**src/design/ophist_pkg.sv**
```systemverilog
`timescale 1ns / 1ps
// Shared types, constants and helpers for the overlapping pattern histogram unit.
// No dependencies; every design file but ophist_ram imports this package.

package ophist_pkg;

    localparam int MAX_BLOCK_LENGTH    = 10;
    localparam int MAX_SEQUENCE_LENGTH = 1048576;

    localparam int M_W      = 4;   // block_length register width
    localparam int IDX_W    = 11;  // pattern_index field width
    localparam int COUNT_W  = 21;  // pattern_count field width
    localparam int SHORT_AW = MAX_BLOCK_LENGTH;
    localparam int LONG_AW  = MAX_BLOCK_LENGTH + 1;
    localparam int SHORT_DEPTH = 1 << SHORT_AW;
    localparam int LONG_DEPTH  = 1 << LONG_AW;
    localparam int SEQ_W    = $clog2(MAX_SEQUENCE_LENGTH + 1);

    localparam int QUEUE_DEPTH = 2;
    localparam int QPTR_W      = $clog2(QUEUE_DEPTH);
    localparam int QCNT_W      = $clog2(QUEUE_DEPTH + 1);

    localparam logic [COUNT_W-1:0] COUNT_LIMIT        = '1;
    localparam logic [M_W-1:0]     M_MAX              = M_W'(MAX_BLOCK_LENGTH);
    localparam logic [M_W-1:0]     BLOCK_LENGTH_RESET = M_W'(10);
    localparam logic [SEQ_W-1:0]   SEQ_LIMIT          = SEQ_W'(MAX_SEQUENCE_LENGTH);
    localparam logic [LONG_AW-1:0] CLEAR_LAST         = LONG_AW'(LONG_DEPTH - 1);

    typedef enum logic
    {
        OP_PUSH = 1'b0,
        OP_READ = 1'b1
    } op_t;

    typedef enum logic [2:0]
    {
        ST_IDLE,
        ST_CLEAR,
        ST_BUMP_RD,
        ST_BUMP_WR,
        ST_WRAP_RD,
        ST_WRAP_WR,
        ST_READ_RD,
        ST_READ_OUT
    } back_state_t;

    // One classified item, as handed from the front part to the back part.
    typedef struct packed
    {
        op_t                  kind;
        logic                 clear_req;
        logic                 long_en;
        logic                 short_en;
        logic                 wrap_en;
        logic [LONG_AW-1:0]   long_idx;
        logic [SHORT_AW-1:0]  short_idx;
        logic [M_W-1:0]       m;
        logic [SHORT_AW-1:0]  head;
        logic [SHORT_AW-1:0]  recent;
        logic                 rd_table;
        logic [IDX_W-1:0]     rd_idx;
        logic                 rd_ok;
        logic                 done;
    } cmd_t;

    typedef struct packed
    {
        logic full;
        logic empty;
    } qstat_t;

    typedef struct packed
    {
        logic q_full;
        logic clearing;
    } stall_t;

    // Mask of the n low bits, n from 0 to LONG_AW.
    function automatic logic [LONG_AW-1:0] low_mask(input logic [M_W-1:0] n);
        logic [LONG_AW:0] ones;
        ones = ({{LONG_AW{1'b0}}, 1'b1} << n) - 1'b1;
        return ones[LONG_AW-1:0];
    endfunction

endpackage

```
**src/design/ophist_queue.sv**
```systemverilog
`timescale 1ns / 1ps
// Short command queue between the front and back parts.
// Depends on ophist_pkg for the command type and queue depth.

module ophist_queue import ophist_pkg::*; (
    input  logic   clk,
    input  logic   rst_n,
    input  logic   push,
    input  cmd_t   cmd_in,
    input  logic   pop,
    output cmd_t   cmd_out,
    output qstat_t stat
);

    cmd_t              slot_reg [QUEUE_DEPTH];
    logic [QPTR_W-1:0] wr_ptr_reg, wr_ptr_next;
    logic [QPTR_W-1:0] rd_ptr_reg, rd_ptr_next;
    logic [QCNT_W-1:0] count_reg, count_next;
    logic              do_push, do_pop;

    assign stat.full  = (count_reg == QCNT_W'(QUEUE_DEPTH));
    assign stat.empty = (count_reg == '0);
    assign do_push    = push && !stat.full;
    assign do_pop     = pop && !stat.empty;
    assign cmd_out    = slot_reg[rd_ptr_reg];

    always_comb
    begin
        wr_ptr_next = wr_ptr_reg;
        rd_ptr_next = rd_ptr_reg;
        count_next  = count_reg;
        if (do_push)
        begin
            wr_ptr_next = (wr_ptr_reg == QPTR_W'(QUEUE_DEPTH - 1)) ? '0 : wr_ptr_reg + 1'b1;
        end
        if (do_pop)
        begin
            rd_ptr_next = (rd_ptr_reg == QPTR_W'(QUEUE_DEPTH - 1)) ? '0 : rd_ptr_reg + 1'b1;
        end
        if (do_push && !do_pop)
        begin
            count_next = count_reg + 1'b1;
        end
        else if (do_pop && !do_push)
        begin
            count_next = count_reg - 1'b1;
        end
    end

    always_ff @(posedge clk)
    begin
        if (do_push)
        begin
            slot_reg[wr_ptr_reg] <= cmd_in;
        end
    end

    always_ff @(posedge clk or negedge rst_n)
    begin
        if (!rst_n)
        begin
            wr_ptr_reg <= '0;
            rd_ptr_reg <= '0;
            count_reg  <= '0;
        end
        else
        begin
            wr_ptr_reg <= wr_ptr_next;
            rd_ptr_reg <= rd_ptr_next;
            count_reg  <= count_next;
        end
    end

endmodule

```
**config.mk**
```make
export PLATFORM = sky130hd
export DESIGN_NAME = ophist_queue
export DESIGN_NICKNAME = d
export VERILOG_FILES = /design/src/design/ophist_pkg.sv /design/src/design/ophist_queue.sv
export SDC_FILE = /design/constraint.sdc
export NUM_CORES = 1
export LEC_CHECK = 0
export ABC_AREA = 1
export BUFFER_PORTS_ARGS = -buffer_cell sky130_fd_sc_hd__buf_2
export CAP_MARGIN = 10
export CORE_MARGIN = 3
export CORE_UTILIZATION = 45
export CTS_CLUSTER_DIAMETER = 40
export DETAILED_ROUTE_END_ITERATION = 12
export GPL_ROUTABILITY_DRIVEN = 0
export PLACE_DENSITY = 0.75
export SKIP_LAST_GASP = 1
export SYNTH_ARGS = -nofsm -noshare
export SYNTH_HDL_FRONTEND = slang
export SYNTH_SLANG_ARGS = --single-unit
```
**constraint.sdc**
```tcl
create_clock -name clk -period 3.8 [get_ports clk]
set_input_delay 0.19 -clock clk [delete_from_list [all_inputs] [get_ports clk]]
set_output_delay 0.19 -clock clk [all_outputs]
set_load 0.005 [all_outputs]
```
# --- Word level (Yosys, flattened, before mapping) ---
# Memories as Yosys holds them, arrays and structs flattened.
# Index checks and enable logic that the tools add are counted.
op_classes:
  add_sub_neg: 4
  n_mul: 0
  div: 0
  magnitude_cmp: 0
  n_eq_ne: 1
  shift: 0
  n_mux: 6
  n_bitwise: 0
  reduce_logical: 10
ops:
  columns: ["op", "n"]
  rows:
  - ["logical AND 1 bit", 4]
  - ["zero test 1 bit", 4]
  - ["2-to-1 mux 1 bit", 4]
  - ["2-to-1 mux 2 bit", 2]
  - ["adder 1 bit (second input constant)", 2]
  - ["adder 2 x 1 -> 2 bit (second input constant)", 1]
  - ["== test 2 bit (second input constant)", 1]
  - ["zero test 2 bit", 1]
  - ["nonzero test 2 bit", 1]
  - ["subtractor 2 x 1 -> 2 bit (second input constant)", 1]
word_totals:
  reg_bits: 4
  latch_bits: 0
  ram_bits: 128
  rom_bits: 0
  inputBits: 68
  output_inout_bits: 66
  word_cells: 25
  n_memories: 1
mem_list:
  columns: ["name", "depth", "word_bits", "rd", "rd_clocked_by_memory_dff", "wr", "line_no", "rtl"]
  rows:
  - ["slot_reg", 2, 64, 1, 0, 1, "ophist_queue.sv:15", "cmd_t slot_reg [QUEUE_DEPTH];"]

# --- Depth between registers and ports, before layout ---
logic_depth:
  word_depth: 7
  depth_mapped: 9
  depth_no_buf: 9

# --- Worst setup path after synthesis ---
# Ideal clock, no wire load.
synth_path:
  path_type: "register to register"
  from: "reg count_reg[1]"
  to: "mem slot_reg[1][0] (netlist name) (enable)"
  setup_time_ns: 0.486
  arrival_time_ns: 3.262
  t_required_ns: 3.314
  path_slack_ns: 0.051
  stages_incl_launch_ff: 4
  period_less_slack_ns: 3.749
  cell_sequence: "dfrtp_1 > inv_1 > o21ai_0 > nor2_1"
synth_via:
  elab_chain_len: 5
synth_rtl:
  columns: ["item", "line_no", "rtl"]
  rows:
  - ["start: declaration", "ophist_queue.sv:18", "logic [QCNT_W-1:0] count_reg, count_next;"]
  - ["start signal: assignment", "ophist_queue.sv:70", "count_reg <= count_next;"]
  - ["== test 2 bit", "ophist_queue.sv:21", "assign stat.full = (count_reg == QCNT_W'(QUEUE_DEPTH));"]
  - ["zero test 1 bit", "ophist_queue.sv:23", "assign do_push = push && !stat.full;"]
  - ["logical AND 1 bit", "ophist_queue.sv:23", null]
  - ["2-to-1 mux 1 bit", "ophist_queue.sv:52", "if (do_push)"]
  - ["2-to-1 mux 1 bit (implied by the code)", "ophist_queue.sv:54", "slot_reg[wr_ptr_reg] <= cmd_in;"]
  - ["end: declaration", "ophist_queue.sv:15", null]
# Every way passes these cells.

==> out/qor.csv <==
metric,value,unit
status,completed,
fin_cells,722,
setup_viol,0,
start_util,46.7,%
dp.cells,624,
slew_violations,0,
critical_path_class,register to output port,
grt_util_all_layers,17.6,%
required,3.61,ns
pre_cts_ws,1.57,ns
drt_wl_total,10.3,mm
synthesis.area,4890,um2
clock_skew,0.00732,ns
die-area,12100,um2
cts_tree,built,
portBuffers,133,
synthArstFlopShare,3.03,%
layout-drive-gt1-share,29.4,%
cp.arrival,2.10,ns
total_leakage_power,3.00,nW
drtIter0Drc,139,
antenna_found_initial,0,
hold_violations,0,
synth_cell_types,15,
clkLatencyLatePin,0.50,ns
startpoint_type,register,
grt_max_degree,66,
p_per_area,730,nW/um2
diodes,0,
syn_area_per_cell,13.4,um2
min_path_type,primary input to async pin,
fin_total_pwr,0.00505,W
largest_reg_flops,128,
post-route-drc-count,0,
drt_first_pass_iters,4,
relSlewSlack,25.9,%
grt-ovfl-total,0,
p_sw,0.00155,W
final.min_clock_period,2.29,ns
cts_buffers,17,
postCtsHoldBufs,66,
drtAntennaViolNets,0,
cts_setup_buffers,0,
syn_inst,366,
yosysWarningCount,0,
ios,134,
cts_root_buf,clkbuf_8,
die_h,110,um
pwr-share-clk,31.2,%
fmax,436,MHz
area_growth_syn_to_layout,41.5,%
vias,3329,
synth.area.top_cells,"edfxtp_1, nand2_1, dfrtp_1",
clock_path_buffers,2,
coreArea,10500,um2
switching_share,30.6,%
yosysTopAreaCellShare,78.6,%
max-vdd-ir-drop,0.000376,V
setup_ws,1.51,ns
multi_input_area,832,um2
synth_ff_type,edfxtp_1,
power_frac_comb,27.7,%
synth_top_cell_by_area,edfxtp_1,
n_fill_cell,792,
worstMarginPinSlew,1.11,ns
rsz0062_at_grt,false,
fin_nets,642,
rows,37,
ys_ff_latch,132,
register_area,3950,um2
path_clk_slew,0.06,ns
end_kind,output port,
p_int,0.00350,W
htreeDepth,4,
clock_sinks,132,
cts_resized,0,
synth.net_count,435,
max_cap_viol_count,0,
die_width,110,um
fin_crit_sh,60.3,%
hpwlAfterDp,5.75,mm
reg2regPathDepth,6,
avgViaCountPerCell,4.61,
grt_pass1_vias,3398,
seq_area_frac_synth,80.7,%
fin_tns_setup,0,ns
cp_max_fo,65,
avgRoutedWirePerCell,14.2,um
power.share.sequential,41.2,%
synth-edff-count,128,
grt_pass1_wl,15.9,mm
path summary, 6_finish.rpt:
| check | startpoint | to | slack (ns) |
|---|---|---|---|
| max in group asynchronous | rst_n | rd_ptr_reg | 3.62 |
| hold reg to reg | wr_ptr_reg | wr_ptr_reg | 0.52 |
| min in group clk | push | wr_ptr_reg | 0.09 |
| setup reg to reg | count_reg[1] | slot_reg[0][35] | 1.60 |
| hold / removal | rst_n | rd_ptr_reg | 0.04 |
| setup / recovery | rd_ptr_reg | cmd_out[44] | 1.51 |
cell usage after synthesis, types with 2 or more instances:
master,count
nor2_1,2
nor2_2,2
inv_1,7
nand2_1,201
edfxtp_1,128
o21ai_0,2
dfrtp_1,4
buf_2,6
buf_4,8
worst max-delay path, stage by stage, from the launching register on:
cell,delay (ns)
dfrtp_2,0.40
inv_2,0.79
nand2_1,0.14
nand2_1,0.12
buf_2,0.13
power by group through the flow:
| stage | combinational (W) | sequential (W) | clock (W) |
|---|---|---|---|
| floorplan | 0.000785 | 0.00211 | 0 |
| global placement | 0.00132 | 0.00209 | 0 |
| detailed placement | 0.00135 | 0.00211 | 0 |
| CTS | 0.00141 | 0.00208 | 0.00160 |
| global route | 0.00159 | 0.00211 | 0.00168 |
| finish | 0.00140 | 0.00208 | 0.00157 |
per-layer routing:
layer  wire length (um)  vias to the layer above  track usage, %  share of wire [%]
li1                   -                     1650               -                  -
met1               4020                     1567            19.1                 39
met2               5520                       94            32.3                 54
met3                580                       18            4.95                5.6
met4                168                        0            7.12                1.6
met5                  0                        -               0                  0
cell families (layout without fill, tap and decap cells):
logic type | count (synthesis) | after routing | synth area share, %
simple gates | 208 | 208 | 16.2
buf+inv | 22 | 242 | 2.46
flops | 132 | 132 | 80.7
fa+ha+maj | 1 | 1 | 0.256
compound gates | 2 | 2 | 0.205
xor+xnor | 1 | 1 | 0.179
per-stage QoR:
step / utilization, % / instance area, um2 / hold WS (ns)
after floorplan: - / 4890 / -0.106
after detailed placement: 54.3 / 5680 / 0.00917
after CTS: 66.1 / 6920 / 0.00146
final: 66.1 / 6920 / 0.0361
after global routing: 66.1 / 6920 / 0.0203
after global placement: 54.3 / 5680 / 0.00559
area by class of cell:
class | count | share of cell area, %
Clock inverter | 14 | 2.35
Clock buffer | 18 | 6.04
Timing Repair Buffer | 202 | 19.7
Sequential cell | 132 | 57.0
Multi-Input combinational cell | 212 | 12.0
Tap cell | 136 | 2.46
Inverter | 8 | 0.434
cells in the final DEF, fill, tap and decap left out, types with 2 or more instances in the layout:
master,Yosys,layout
inv_1,7,6
bufinv_16,0,3
clkbuf_16,0,16
nand2_1,201,201
dfrtp_1,4,3
edfxtp_1,128,128
buf_2,6,133
o21ai_0,2,2
clkinv_4,0,3
dlygate4sd3_1,0,66
nor2_2,2,2
clkinv_2,0,4
clkinvlp_4,0,3
buf_4,8,2
inv_2,1,2
Power figures use the tool's default switching activity.
