File: config.mk
export PLATFORM = sky130hd
export DESIGN_NAME = ophist_front
export DESIGN_NICKNAME = d
export VERILOG_FILES = /design/src/design/ophist_pkg.sv /design/src/design/ophist_front.sv
export SDC_FILE = /design/constraint.sdc
export NUM_CORES = 1
export LEC_CHECK = 0
export BUFFER_PORTS_ARGS = -buffer_cell sky130_fd_sc_hd__buf_2
export CORE_AREA = 2 2 90 92
export CTS_CLUSTER_DIAMETER = 100
export DETAILED_ROUTE_END_ITERATION = 8
export DIE_AREA = 0 0 92 94
export MAX_ROUTING_LAYER = met4
export PLACE_DENSITY_LB_ADDON = 0.05
export SYNTH_ARGS = -nofsm -noshare
export SYNTH_HDL_FRONTEND = slang
export SYNTH_SLANG_ARGS = --single-unit
File: constraint.sdc
create_clock -name clk -period 2.7 [get_ports clk]
set_input_delay 0.405 -clock clk [delete_from_list [all_inputs] [get_ports clk]]
set_output_delay 0.405 -clock clk [all_outputs]
set_load 0.03 [all_outputs]
File: src/design/ophist_pkg.sv
`timescale 1ns / 1ps
// Shared types, constants and helpers for the overlapping pattern histogram unit.
// No dependencies; every design file but ophist_ram imports this package.

package ophist_pkg;

    localparam int MAX_BLOCK_LENGTH    = 10;
    localparam int MAX_SEQUENCE_LENGTH = 1048576;

    localparam int M_W      = 4;   // block_length register width
    localparam int IDX_W    = 11;  // pattern_index field width
    localparam int COUNT_W  = 21;  // pattern_count field width
    localparam int SHORT_AW = MAX_BLOCK_LENGTH;
    localparam int LONG_AW  = MAX_BLOCK_LENGTH + 1;
    localparam int SHORT_DEPTH = 1 << SHORT_AW;
    localparam int LONG_DEPTH  = 1 << LONG_AW;
    localparam int SEQ_W    = $clog2(MAX_SEQUENCE_LENGTH + 1);

    localparam int QUEUE_DEPTH = 2;
    localparam int QPTR_W      = $clog2(QUEUE_DEPTH);
    localparam int QCNT_W      = $clog2(QUEUE_DEPTH + 1);

    localparam logic [COUNT_W-1:0] COUNT_LIMIT        = '1;
    localparam logic [M_W-1:0]     M_MAX              = M_W'(MAX_BLOCK_LENGTH);
    localparam logic [M_W-1:0]     BLOCK_LENGTH_RESET = M_W'(10);
    localparam logic [SEQ_W-1:0]   SEQ_LIMIT          = SEQ_W'(MAX_SEQUENCE_LENGTH);
    localparam logic [LONG_AW-1:0] CLEAR_LAST         = LONG_AW'(LONG_DEPTH - 1);

    typedef enum logic
    {
        OP_PUSH = 1'b0,
        OP_READ = 1'b1
    } op_t;

    typedef enum logic [2:0]
    {
        ST_IDLE,
        ST_CLEAR,
        ST_BUMP_RD,
        ST_BUMP_WR,
        ST_WRAP_RD,
        ST_WRAP_WR,
        ST_READ_RD,
        ST_READ_OUT
    } back_state_t;

    // One classified item, as handed from the front part to the back part.
    typedef struct packed
    {
        op_t                  kind;
        logic                 clear_req;
        logic                 long_en;
        logic                 short_en;
        logic                 wrap_en;
        logic [LONG_AW-1:0]   long_idx;
        logic [SHORT_AW-1:0]  short_idx;
        logic [M_W-1:0]       m;
        logic [SHORT_AW-1:0]  head;
        logic [SHORT_AW-1:0]  recent;
        logic                 rd_table;
        logic [IDX_W-1:0]     rd_idx;
        logic                 rd_ok;
        logic                 done;
    } cmd_t;

    typedef struct packed
    {
        logic full;
        logic empty;
    } qstat_t;

    typedef struct packed
    {
        logic q_full;
        logic clearing;
    } stall_t;

    // Mask of the n low bits, n from 0 to LONG_AW.
    function automatic logic [LONG_AW-1:0] low_mask(input logic [M_W-1:0] n);
        logic [LONG_AW:0] ones;
        ones = ({{LONG_AW{1'b0}}, 1'b1} << n) - 1'b1;
        return ones[LONG_AW-1:0];
    endfunction

endpackage

File: src/design/ophist_front.sv
`timescale 1ns / 1ps
// Front part: takes items and configuration, tracks the bit history and turns
// each item into a command for the back part. Depends on ophist_pkg.

module ophist_front import ophist_pkg::*; (
    input  logic              clk,
    input  logic              rst_n,
    input  logic              start,
    output logic              busy,
    input  logic              operation,
    input  logic              bit_value,
    input  logic              last_bit,
    input  logic              table_select,
    input  logic [IDX_W-1:0]  pattern_index,
    input  logic              cfg_valid,
    output logic              cfg_ready,
    input  logic [M_W-1:0]    cfg_data,
    input  stall_t            stall,
    output logic              q_push,
    output cmd_t              q_cmd
);

    logic [M_W-1:0]      block_length_reg, block_length_next;
    logic [SHORT_AW-1:0] head_reg, head_next;
    logic [SHORT_AW-1:0] recent_reg, recent_next;
    logic [SEQ_W-1:0]    bits_seen_reg, bits_seen_next;
    logic                done_reg, done_next;

    logic                accept;
    logic [M_W-1:0]      m_eff;
    logic [M_W:0]        m_plus1;
    logic [LONG_AW-1:0]  mask_long;
    logic [SHORT_AW-1:0] mask_short;
    logic                new_seq;
    logic [SEQ_W-1:0]    base_seen;
    logic [SHORT_AW-1:0] base_recent;
    logic [SHORT_AW-1:0] base_head;
    logic                active;
    logic [SHORT_AW-1:0] shifted_recent;

    assign busy      = stall.q_full | stall.clearing;
    assign cfg_ready = 1'b1;
    assign accept    = start && !busy;
    assign q_push    = accept;

    assign m_eff      = (block_length_reg > M_MAX) ? M_MAX : block_length_reg;
    assign m_plus1    = {1'b0, m_eff} + 1'b1;
    assign mask_long  = low_mask(m_eff);
    assign mask_short = mask_long[SHORT_AW-1:0];

    // The first bit of a new sequence starts from cleared history.
    assign new_seq        = (bits_seen_reg == '0) || done_reg;
    assign base_seen      = new_seq ? '0 : bits_seen_reg;
    assign base_recent    = new_seq ? '0 : recent_reg;
    assign base_head      = new_seq ? '0 : head_reg;
    assign active         = (base_seen < SEQ_LIMIT);
    assign shifted_recent = {base_recent[SHORT_AW-2:0], bit_value};

    always_comb
    begin
        q_cmd           = '0;
        q_cmd.kind      = op_t'(operation);
        q_cmd.m         = m_eff;
        q_cmd.rd_table  = table_select;
        q_cmd.rd_idx    = pattern_index;
        q_cmd.rd_ok     = table_select ? ((pattern_index >> m_plus1) == '0)
                                       : ((pattern_index >> m_eff) == '0);
        q_cmd.done      = done_reg;
        q_cmd.clear_req = new_seq;
        q_cmd.long_en   = active && (base_seen >= SEQ_W'(m_eff));
        q_cmd.long_idx  = {base_recent & mask_short, bit_value};
        q_cmd.short_en  = active && (({1'b0, base_seen} + 1'b1) >= (SEQ_W + 1)'(m_eff));
        q_cmd.short_idx = (active ? shifted_recent : base_recent) & mask_short;
        q_cmd.wrap_en   = last_bit;
        q_cmd.recent    = active ? shifted_recent : base_recent;
        q_cmd.head      = (active && (base_seen < SEQ_W'(m_eff)))
                          ? {base_head[SHORT_AW-2:0], bit_value} : base_head;
    end

    always_comb
    begin
        block_length_next = block_length_reg;
        head_next         = head_reg;
        recent_next       = recent_reg;
        bits_seen_next    = bits_seen_reg;
        done_next         = done_reg;
        if (cfg_valid && cfg_ready)
        begin
            block_length_next = cfg_data;
        end
        if (accept && (op_t'(operation) == OP_PUSH))
        begin
            head_next      = q_cmd.head;
            recent_next    = q_cmd.recent;
            bits_seen_next = active ? base_seen + 1'b1 : base_seen;
            done_next      = last_bit ? 1'b1 : (new_seq ? 1'b0 : done_reg);
        end
    end

    always_ff @(posedge clk or negedge rst_n)
    begin
        if (!rst_n)
        begin
            block_length_reg <= BLOCK_LENGTH_RESET;
            head_reg         <= '0;
            recent_reg       <= '0;
            bits_seen_reg    <= '0;
            done_reg         <= 1'b0;
        end
        else
        begin
            block_length_reg <= block_length_next;
            head_reg         <= head_next;
            recent_reg       <= recent_next;
            bits_seen_reg    <= bits_seen_next;
            done_reg         <= done_next;
        end
    end

endmodule

# After elaboration in Yosys (flattened, before gate mapping)
# Index checks and enable logic that the tools add are counted.
[totals] rom_bits=0 ramBits=0 wordCells=43 regBits=46 latchBits=0 out_inout_bits=67 memories=0 inputBits=25
[op_classes] n_mux=10 div_mod_pow=0 reduce_logical=12 eq_ne=0 n_shift=3 bitwise_logic=4 mul=0 addsub=4 order_cmp=5
[op_table] op="2-to-1 mux 21 bit" n=2
[op_table] op="2-to-1 mux 10 bit" n=4
[op_table] op="adder 21 x 1 -> 22 bit, second input constant" n=1
[op_table] op="greater-or-equal comparator 22 x 4 -> 1 bit" n=1
[op_table] op="logical NOT 11 bit" n=2
[op_table] op="adder 21 x 1 -> 21 bit, second input constant" n=1
[op_table] op="greater-or-equal comparator 21 x 4 -> 1 bit" n=1
[op_table] op="logical NOT 21 bit" n=1
[op_table] op="< comparator 21 bit, second input constant" n=1
[op_table] op="< comparator 21 x 4 -> 1 bit" n=1
[op_table] op="bitwise AND 10 bit" n=2
[op_table] op="right shift 11 x 4 -> 11 bit" n=1
[op_table] op="right shift 11 x 5 -> 11 bit" n=1
[op_table] op="left shift 1 x 4 -> 10 bit, first input constant" n=1
[op_table] op="subtractor 10 x 1 -> 10 bit, second input constant" n=1
[op_table] op="adder 4 x 1 -> 5 bit, second input constant" n=1
[op_table] op="logical AND 1 bit" n=5
[op_table] op="greater-than comparator 4 bit, second input constant" n=1
[op_table] op="2-to-1 mux 4 bit" n=1
[op_table] op="2-to-1 mux 1 bit" n=3
[op_table] op="AND reduction 2 bit" n=1
[op_table] op="nonzero test 2 bit" n=1
[op_table] op="logical NOT 1 bit" n=1
[op_table] op="logical OR 1 bit" n=1
[op_table] op="2 further kinds" n=2

# Longest topological paths before layout
# Gate-level depths: netlist of the first run.
[depth] ltp_word=6 ltp_mapped=12 ltp_nobuf=10

# Worst setup path before layout of the first run
# OpenSTA, ideal clock, no wires.
[synth_path] path_kind="register to output" startpoint="register block_length_reg[1]" endpoint="output q_cmd[26] (netlist name)" path_buffers=3 t_arrival_ns=2.872 slack_ns=-0.577 t_required_ns=2.295 stages_incl_launch_ff=13 path_cell_list="dfstp_2 -> clkbuf_1 -> a21o_1 -> buf_2 -> inv_1 -> ha_1 -> nor2b_1 -> o21ai_0 -> nand2b_1 -> a211oi_2 -> buf_6 -> mux2i_1 -> nor2_1"
[synth_lines] item="start: declaration" line_no="ophist_front.sv:23" text="logic [M_W-1:0] block_length_reg, block_length_next;"
[synth_lines] item="start signal: assignment" line_no="ophist_front.sv:112" text="block_length_reg <= block_length_next;"
[synth_lines] item="end: declaration" line_no="ophist_front.sv:20" text="output cmd_t q_cmd"

==> reports/qor.txt, run 1 <==
Adder-cell share of the synthesized area: 0.03393
Crit. End Element: output port
Max Freq: 0.3228 GHz
Synth cell types: 61
Multi-input gate area: 2585 um2
GPL Wtd Cong: 0.9308
Worst clock skew: 0.006574 ns
Global-route wire length before repair: 18.00 mm
Top Ports: 92
DIE WIDTH: 92 um
Main combinational cell family by area after synthesis: simple AND/OR/NAND/NOR gates
Rel. slew slack: 0.5879
Vias in the first global route: 3702
Final setup viols: 34
Total number of vias: 3931
Worst Path Class, Setup: reg2out
Outcome: complete, but fails checks
Max cap viols: 0
Die Span Y: 94 um
Nets: 646
Worst Tran Pin Value: 0.6168 ns
Die area: 8648 um2
Hold path start: last_bit
Worst Path Required: 2.30 ns
DR iter-0 viols: 255
# H-tree levels: 2
Drt first pass iters: 5
Register area share after synthesis: 0.3129
Final Hold Vio Count: 0
Ratio of cells with drive above 1 in the final layout: 0.4526
Complex-gate fraction of the synthesized area: 0.1890
Worst hold-check path type: in2reg
Async SR Flop Fraction: 1.000
Layout fillers: 608
Core area: 7607 um2
Number of antenna-violating nets in the routed design: 0
Routed wire length per instance: 15.80 um
Sequential cell area: 1155 um2
PortBufs: 90
Critical path fanouts, max: 2
Startpoint Class: flip-flop
Post-Syn Instances: 464
Grt total ovfl: 0
Clk_lat worst skew: 0.30 ns
Final cycle utilization of the critical path: 1.147
Detailed route wirelength on metal3: 587 um
Primary FF master, synth: dfrtp_1
Final worst slack: -0.3976 ns
Initial antenna violation count: 0
Routed WL: 11.28 mm
Syn Nets: 499
Total Power: 3.612 mW
# diodes: 0
Leakage: 2.589 nW
Vias per Instance: 5.506
GR Util All Layers: 0.2652
Crit Reg-Reg Endpoint: head_reg[8]
XOR/XNOR Fraction of Synth Area: 0.02375
DR WL met2: 5.403 mm
Worst-path clk slew: 0.09 ns
Worst vdd ir: 0.0005884 V
Largest net degree at the start of global routing: 44
Power per cell area: 655.0 nW/um2
Worst Hold Path Cells: 3
Final HPWL DP: 7.936 mm
R2R cell count: 11
Initial Util: 0.4847
Rows: 32
Fin crit period: 3.098 ns
Number of buffers created by CTS: 5
Root Buffer: clkbuf_8
Hold Crit Endpoint: done_reg
Synth Area in Simple Gates: 0.2599
Synth Register Bits: 46
Register-to-register setup slack: 0.21 ns
Syn_area_per_cell: 7.947 um2
Largest register FFs: 21
DR top layer: met4
Failing checks: setup timing
DRC Markers: 0
CTS max path bufs: 2
Synth Cell Area: 3687 um2
R2R Path Start: block_length_reg[3]
EDFF count, synth: 0
Met1 wire length: 5.152 mm
Hold_ws: 0.3309 ns
Mux cell area share after synthesis: 0.08076
Area Growth Syn to Fin: 49.54%
CTS tree: yes
Yosys warns: 0
Clock sink count: 46
Final slew viol count: 0
Unrepaired setup endpoints after global routing: true
CP arrival: 2.69 ns
==> where the power goes <==
part	total (mW)	switching (mW)	internal (mW)
Sequential	0.875	0.102	0.772
Combinational	2.30	1.22	1.08
Clock	0.437	0.255	0.182
Total	3.61	1.58	2.03
==> repair_timing <==
item | 4_1_cts | 5_1_grt
gates resized for setup | 45 | 62
hold buffers | 1 | 0
buffers inserted | 14 | 11
endpoints found under the setup margin | 27 | 37
pin swaps | 13 | 15
cloned | 1 | 1
hold endpoints to repair | 6 | 0
==> worst max-delay path, cell delays in order (launching register included) <==
cell and delay, ns:
dfrtp_1 0.38, nand4_1 0.19, buf_4 0.19, buf_4 0.13, nor4_2 0.35, and4_1 0.29, xnor2_1 0.12, a41oi_1 0.13
o41a_1 0.45, buf_6 0.15
==> synth_stat cells, drive strengths merged, types with 6 or more instances <==
library cell	count	area, um2
clkbuf	16	61.30
o31ai	14	150.2
nand2	70	262.8
nand4	6	37.54
buf	35	231.5
nand2b	11	68.82
dfrtp	44	1101
ha	10	125.1
and3	7	43.79
nor2	42	160.2
nand3	9	45.04
a21oi	24	120.1
nor2b	10	62.56
o21ai	45	225.2
xnor2	8	70.07
nor4	7	71.31
nor3b	9	67.56
inv	19	71.32
mux2i	23	230.2
mux2	6	67.56
==> metrics by stage <==
stage	TNS [ns]	utilization	worst slack (ns)	instances	area, um2
after floorplan	-1.185	-	-0.1526	464	3935
after global placement	-0.2121	0.6296	-0.06228	679	4790
after detailed placement	-0.6820	0.6296	-0.1403	679	4790
after CTS	-4.135	0.6837	-0.3690	703	5201
after global routing	-10.18	0.7248	-0.5250	714	5514
final	-6.627	0.7248	-0.3976	714	5514
==> final cells by class <==
type | instances | area share
repair buffers | 191 | 0.2684
flip-flops and latches | 46 | 0.2094
well taps | 102 | 0.02314
multi-input cells | 348 | 0.4688
inverters | 19 | 0.01384
clock buffers | 5 | 0.01248
clock inverters | 3 | 0.003857
==> placed cells by master, fill, tap and decap left out, types with 6 or more instances in the layout <==
master    netlist  layout
dfrtp_1        44      43
buf_4          18     103
nand2b_4        0       6
inv_1          17      16
mux2_2          6       6
o31ai_2         9       9
o21ai_0        44      40
nand4_1         6       6
nand3_1         9       9
and3_1          7       6
nor3b_1         9       6
xnor2_1         8       7
nor2b_1        10       9
nand2_1        70      69
a21oi_1        24      24
mux2i_1        23      13
buf_6           2      23
buf_2          14      57
nor2_1         41      28
nor2_4          0      12
ha_1           10       7
mux2i_4         0       9
==> layer usage <==
layer  vias up  global-route usage
li1       1897                   -
met1      1874              0.3644
met2       143              0.4283
met3        17             0.02729
met4         0             0.06095
met5         -                   -
==> worst max path at each step <==
stage / start / depth (start not counted) / end
finish: bits_seen_reg[2] / 9 / q_cmd[60]
global route: bits_seen_reg[2] / 9 / q_cmd[60]
CTS: block_length_reg[3] / 11 / q_cmd[27]
detailed placement: bits_seen_reg[8] / 9 / q_cmd[60]
global placement: bits_seen_reg[8] / 9 / q_cmd[60]
floorplan: bits_seen_reg[7] / 9 / q_cmd[60]
==> logic make-up (layout without fill, tap and decap cells) <==
kind of cell	count (synthesis)	in the layout
AO/OA/AOI/OAI	107	107
XOR/XNOR	10	10
adder cells (fa/ha/maj)	10	10
buffers and inverters	70	218
flip-flops	46	46
multiplexers	29	29
other	1	1
AND/OR/NAND/NOR	191	191
(Power assumes the default switching activity.)
==> inputs of run 2 (changes only) <==
--- a/config.mk
+++ b/config.mk
@@ -5,12 +5,11 @@
 export SDC_FILE = /design/constraint.sdc
 export NUM_CORES = 1
 export LEC_CHECK = 0
-export BUFFER_PORTS_ARGS = -buffer_cell sky130_fd_sc_hd__buf_2
+export BUFFER_PORTS_ARGS = -buffer_cell sky130_fd_sc_hd__buf_4
 export CORE_AREA = 2 2 90 92
 export CTS_CLUSTER_DIAMETER = 100
 export DETAILED_ROUTE_END_ITERATION = 8
 export DIE_AREA = 0 0 92 94
-export MAX_ROUTING_LAYER = met4
 export PLACE_DENSITY_LB_ADDON = 0.05
 export SYNTH_ARGS = -nofsm -noshare
 export SYNTH_HDL_FRONTEND = slang
==> run 2 against run 1 <==
Against the previous run: the run still ends with setup timing left; final cell count down 0.14%; clock-buffer cell count grew 1; sequential cell count stayed put; via count is 0.18% lower; first-iteration DRC count up 32%; sequential power hardly changed; critical path depth grew 3; non-clock buffer count decreased by 1; core utilization up 1.5 points; register-to-register slack got worse by 0.16 ns; clock skew decreased by 0.0019 ns; largest power group unchanged.
==> reports/qor.txt, run 2 (synthesis results as in run 1) <==
Outcome: complete, but fails checks
Failing checks: setup timing
Critical path fanouts, max: 6
Met1 Use GR: 0.3822
R2R Path Start: block_length_reg[3]
Area Growth Syn to Fin: 52.63%
CTS tree: yes
Worst vdd ir: 0.0004635 V
CP arrival: 2.64 ns
Initial antenna violation count: 0
Rows: 32
Final worst slack: -0.3433 ns
Met2 Use GR: 0.4173
Final HPWL DP: 7.783 mm
Worst hold-check path type: in2async
Clk_lat worst skew: 0.31 ns
Total Power: 3.765 mW
Initial Util: 0.4847
Fin crit period: 3.043 ns
Max cap viols: 0
Vias per Instance: 5.504
GR Util All Layers: 0.2604
R2R cell count: 14
Drt first pass iters: 5
Register-to-register setup slack: 0.05 ns
Largest net degree at the start of global routing: 47
DIE WIDTH: 92 um
Worst Path Required: 2.30 ns
Worst Tran Pin Value: 0.6117 ns
M3 GR Usage: 0.02970
DR iter-0 viols: 337
Routed wire length per instance: 16.04 um
Routed WL: 11.43 mm
Nets: 645
Largest register FFs: 21
Leakage: 2.576 nW
# H-tree levels: 2
Power per cell area: 669.0 nW/um2
Worst clock skew: 0.004630 ns
Die area: 8648 um2
Worst Path Class, Setup: reg2out
Final Hold Vio Count: 0
CTS Hold Bufs: 0
Core area: 7607 um2
PortBufs: 90
Die Span Y: 94 um
Vias in the first global route: 3576
Top Ports: 92
CTS max path bufs: 2
Root Buffer: clkbuf_8
DRC Markers: 0
Crit. End Element: output port
Final setup viols: 17
Most frequent cells in the layout: buf_4 (162), nand2_1 (69), dfrtp_1 (41)
Final slew viol count: 0
Global-route wire length before repair: 17.95 mm
Final cycle utilization of the critical path: 1.127
Clock sink count: 46
Worst-path clk slew: 0.09 ns
Total number of vias: 3924
# diodes: 0
Core Util, Final: 0.7398
GPL Wtd Cong: 0.9077
Most common cell after layout, fill and taps aside: buf_4
Grt total ovfl: 0
Ratio of cells with drive above 1 in the final layout: 0.4517
Rel. slew slack: 0.5922
Place WS: -0.04267 ns
Most Crowded Layer GR: met2
Number of antenna-violating nets in the routed design: 0
Max Freq: 0.3286 GHz
Startpoint Class: flip-flop
Number of buffers created by CTS: 5
Unrepaired setup endpoints after global routing: true
Crit Reg-Reg Endpoint: head_reg[9]
## run 2: timing repair
item | in CTS | in global routing
pin swaps | 15 | 16
resized for setup | 27 | 38
setup buffers | 17 | 13
gates cloned | 2 | 0
endpoints found under the setup margin | 23 | 31
## run 2: critical path: stages (launching register included)
cell and delay [ns]:
dfstp_2 0.57, a21o_1 0.20, inv_6 0.05, ha_4 0.21, nor2b_4 0.12, o21ai_2 0.10, nand2b_1 0.09, a211oi_4 0.23
buf_4 0.15, buf_12 0.15, mux2i_4 0.29, nor2_4 0.04, buf_6 0.13
## run 2: cell type report
cell class	instances	area, um2
Multi-Input combinational cell	348	2575
Timing Repair Buffer	190	1579
Inverter	19	78.83
Fill cell	586	1979
Tap cell	102	127.6
Clock inverter	2	37.54
Sequential cell	46	1157
Clock buffer	6	72.57
## run 2: power by group
part / total [mW] / internal [mW] / switching, mW
Sequential: 0.872 / 0.773 / 0.0998
Combinational: 2.35 / 1.12 / 1.24
Clock: 0.540 / 0.277 / 0.263
## run 2: layer usage
| layer | vias up | share of wire |
|---|---|---|
| li1 | 1892 | - |
| met1 | 1877 | 0.47 |
| met5 | - | 0 |
| met3 | 11 | 0.061 |
| met4 | 0 | 0.0085 |
| met2 | 144 | 0.46 |
## run 2: how the worst max path moves through the flow
stage	from	endpoint	slack (ns)
6_report	block_length_reg[3]	q_cmd[33]	-0.34
5_1_grt	block_length_reg[3]	q_cmd[26]	-0.49
4_1_cts	block_length_reg[3]	q_cmd[31]	-0.38
3_5_place_dp	done_reg	q_cmd[60]	-0.04
3_3_place_gp	done_reg	q_cmd[60]	-0.03
2_1_floorplan	bits_seen_reg[7]	q_cmd[60]	-0.15
## run 2: through the flow
step	std cells	setup TNS, ns	instance area, um2	hold WS (ns)
2_1_floorplan	464	-1.185	3935	0.1094
3_3_place_gp	676	-0.02676	4992	0.4492
3_5_place_dp	676	-0.2371	4992	0.4534
4_1_cts	702	-4.218	5410	0.1195
5_1_grt	713	-6.304	5628	0.1459
6_report	713	-3.984	5628	0.09284
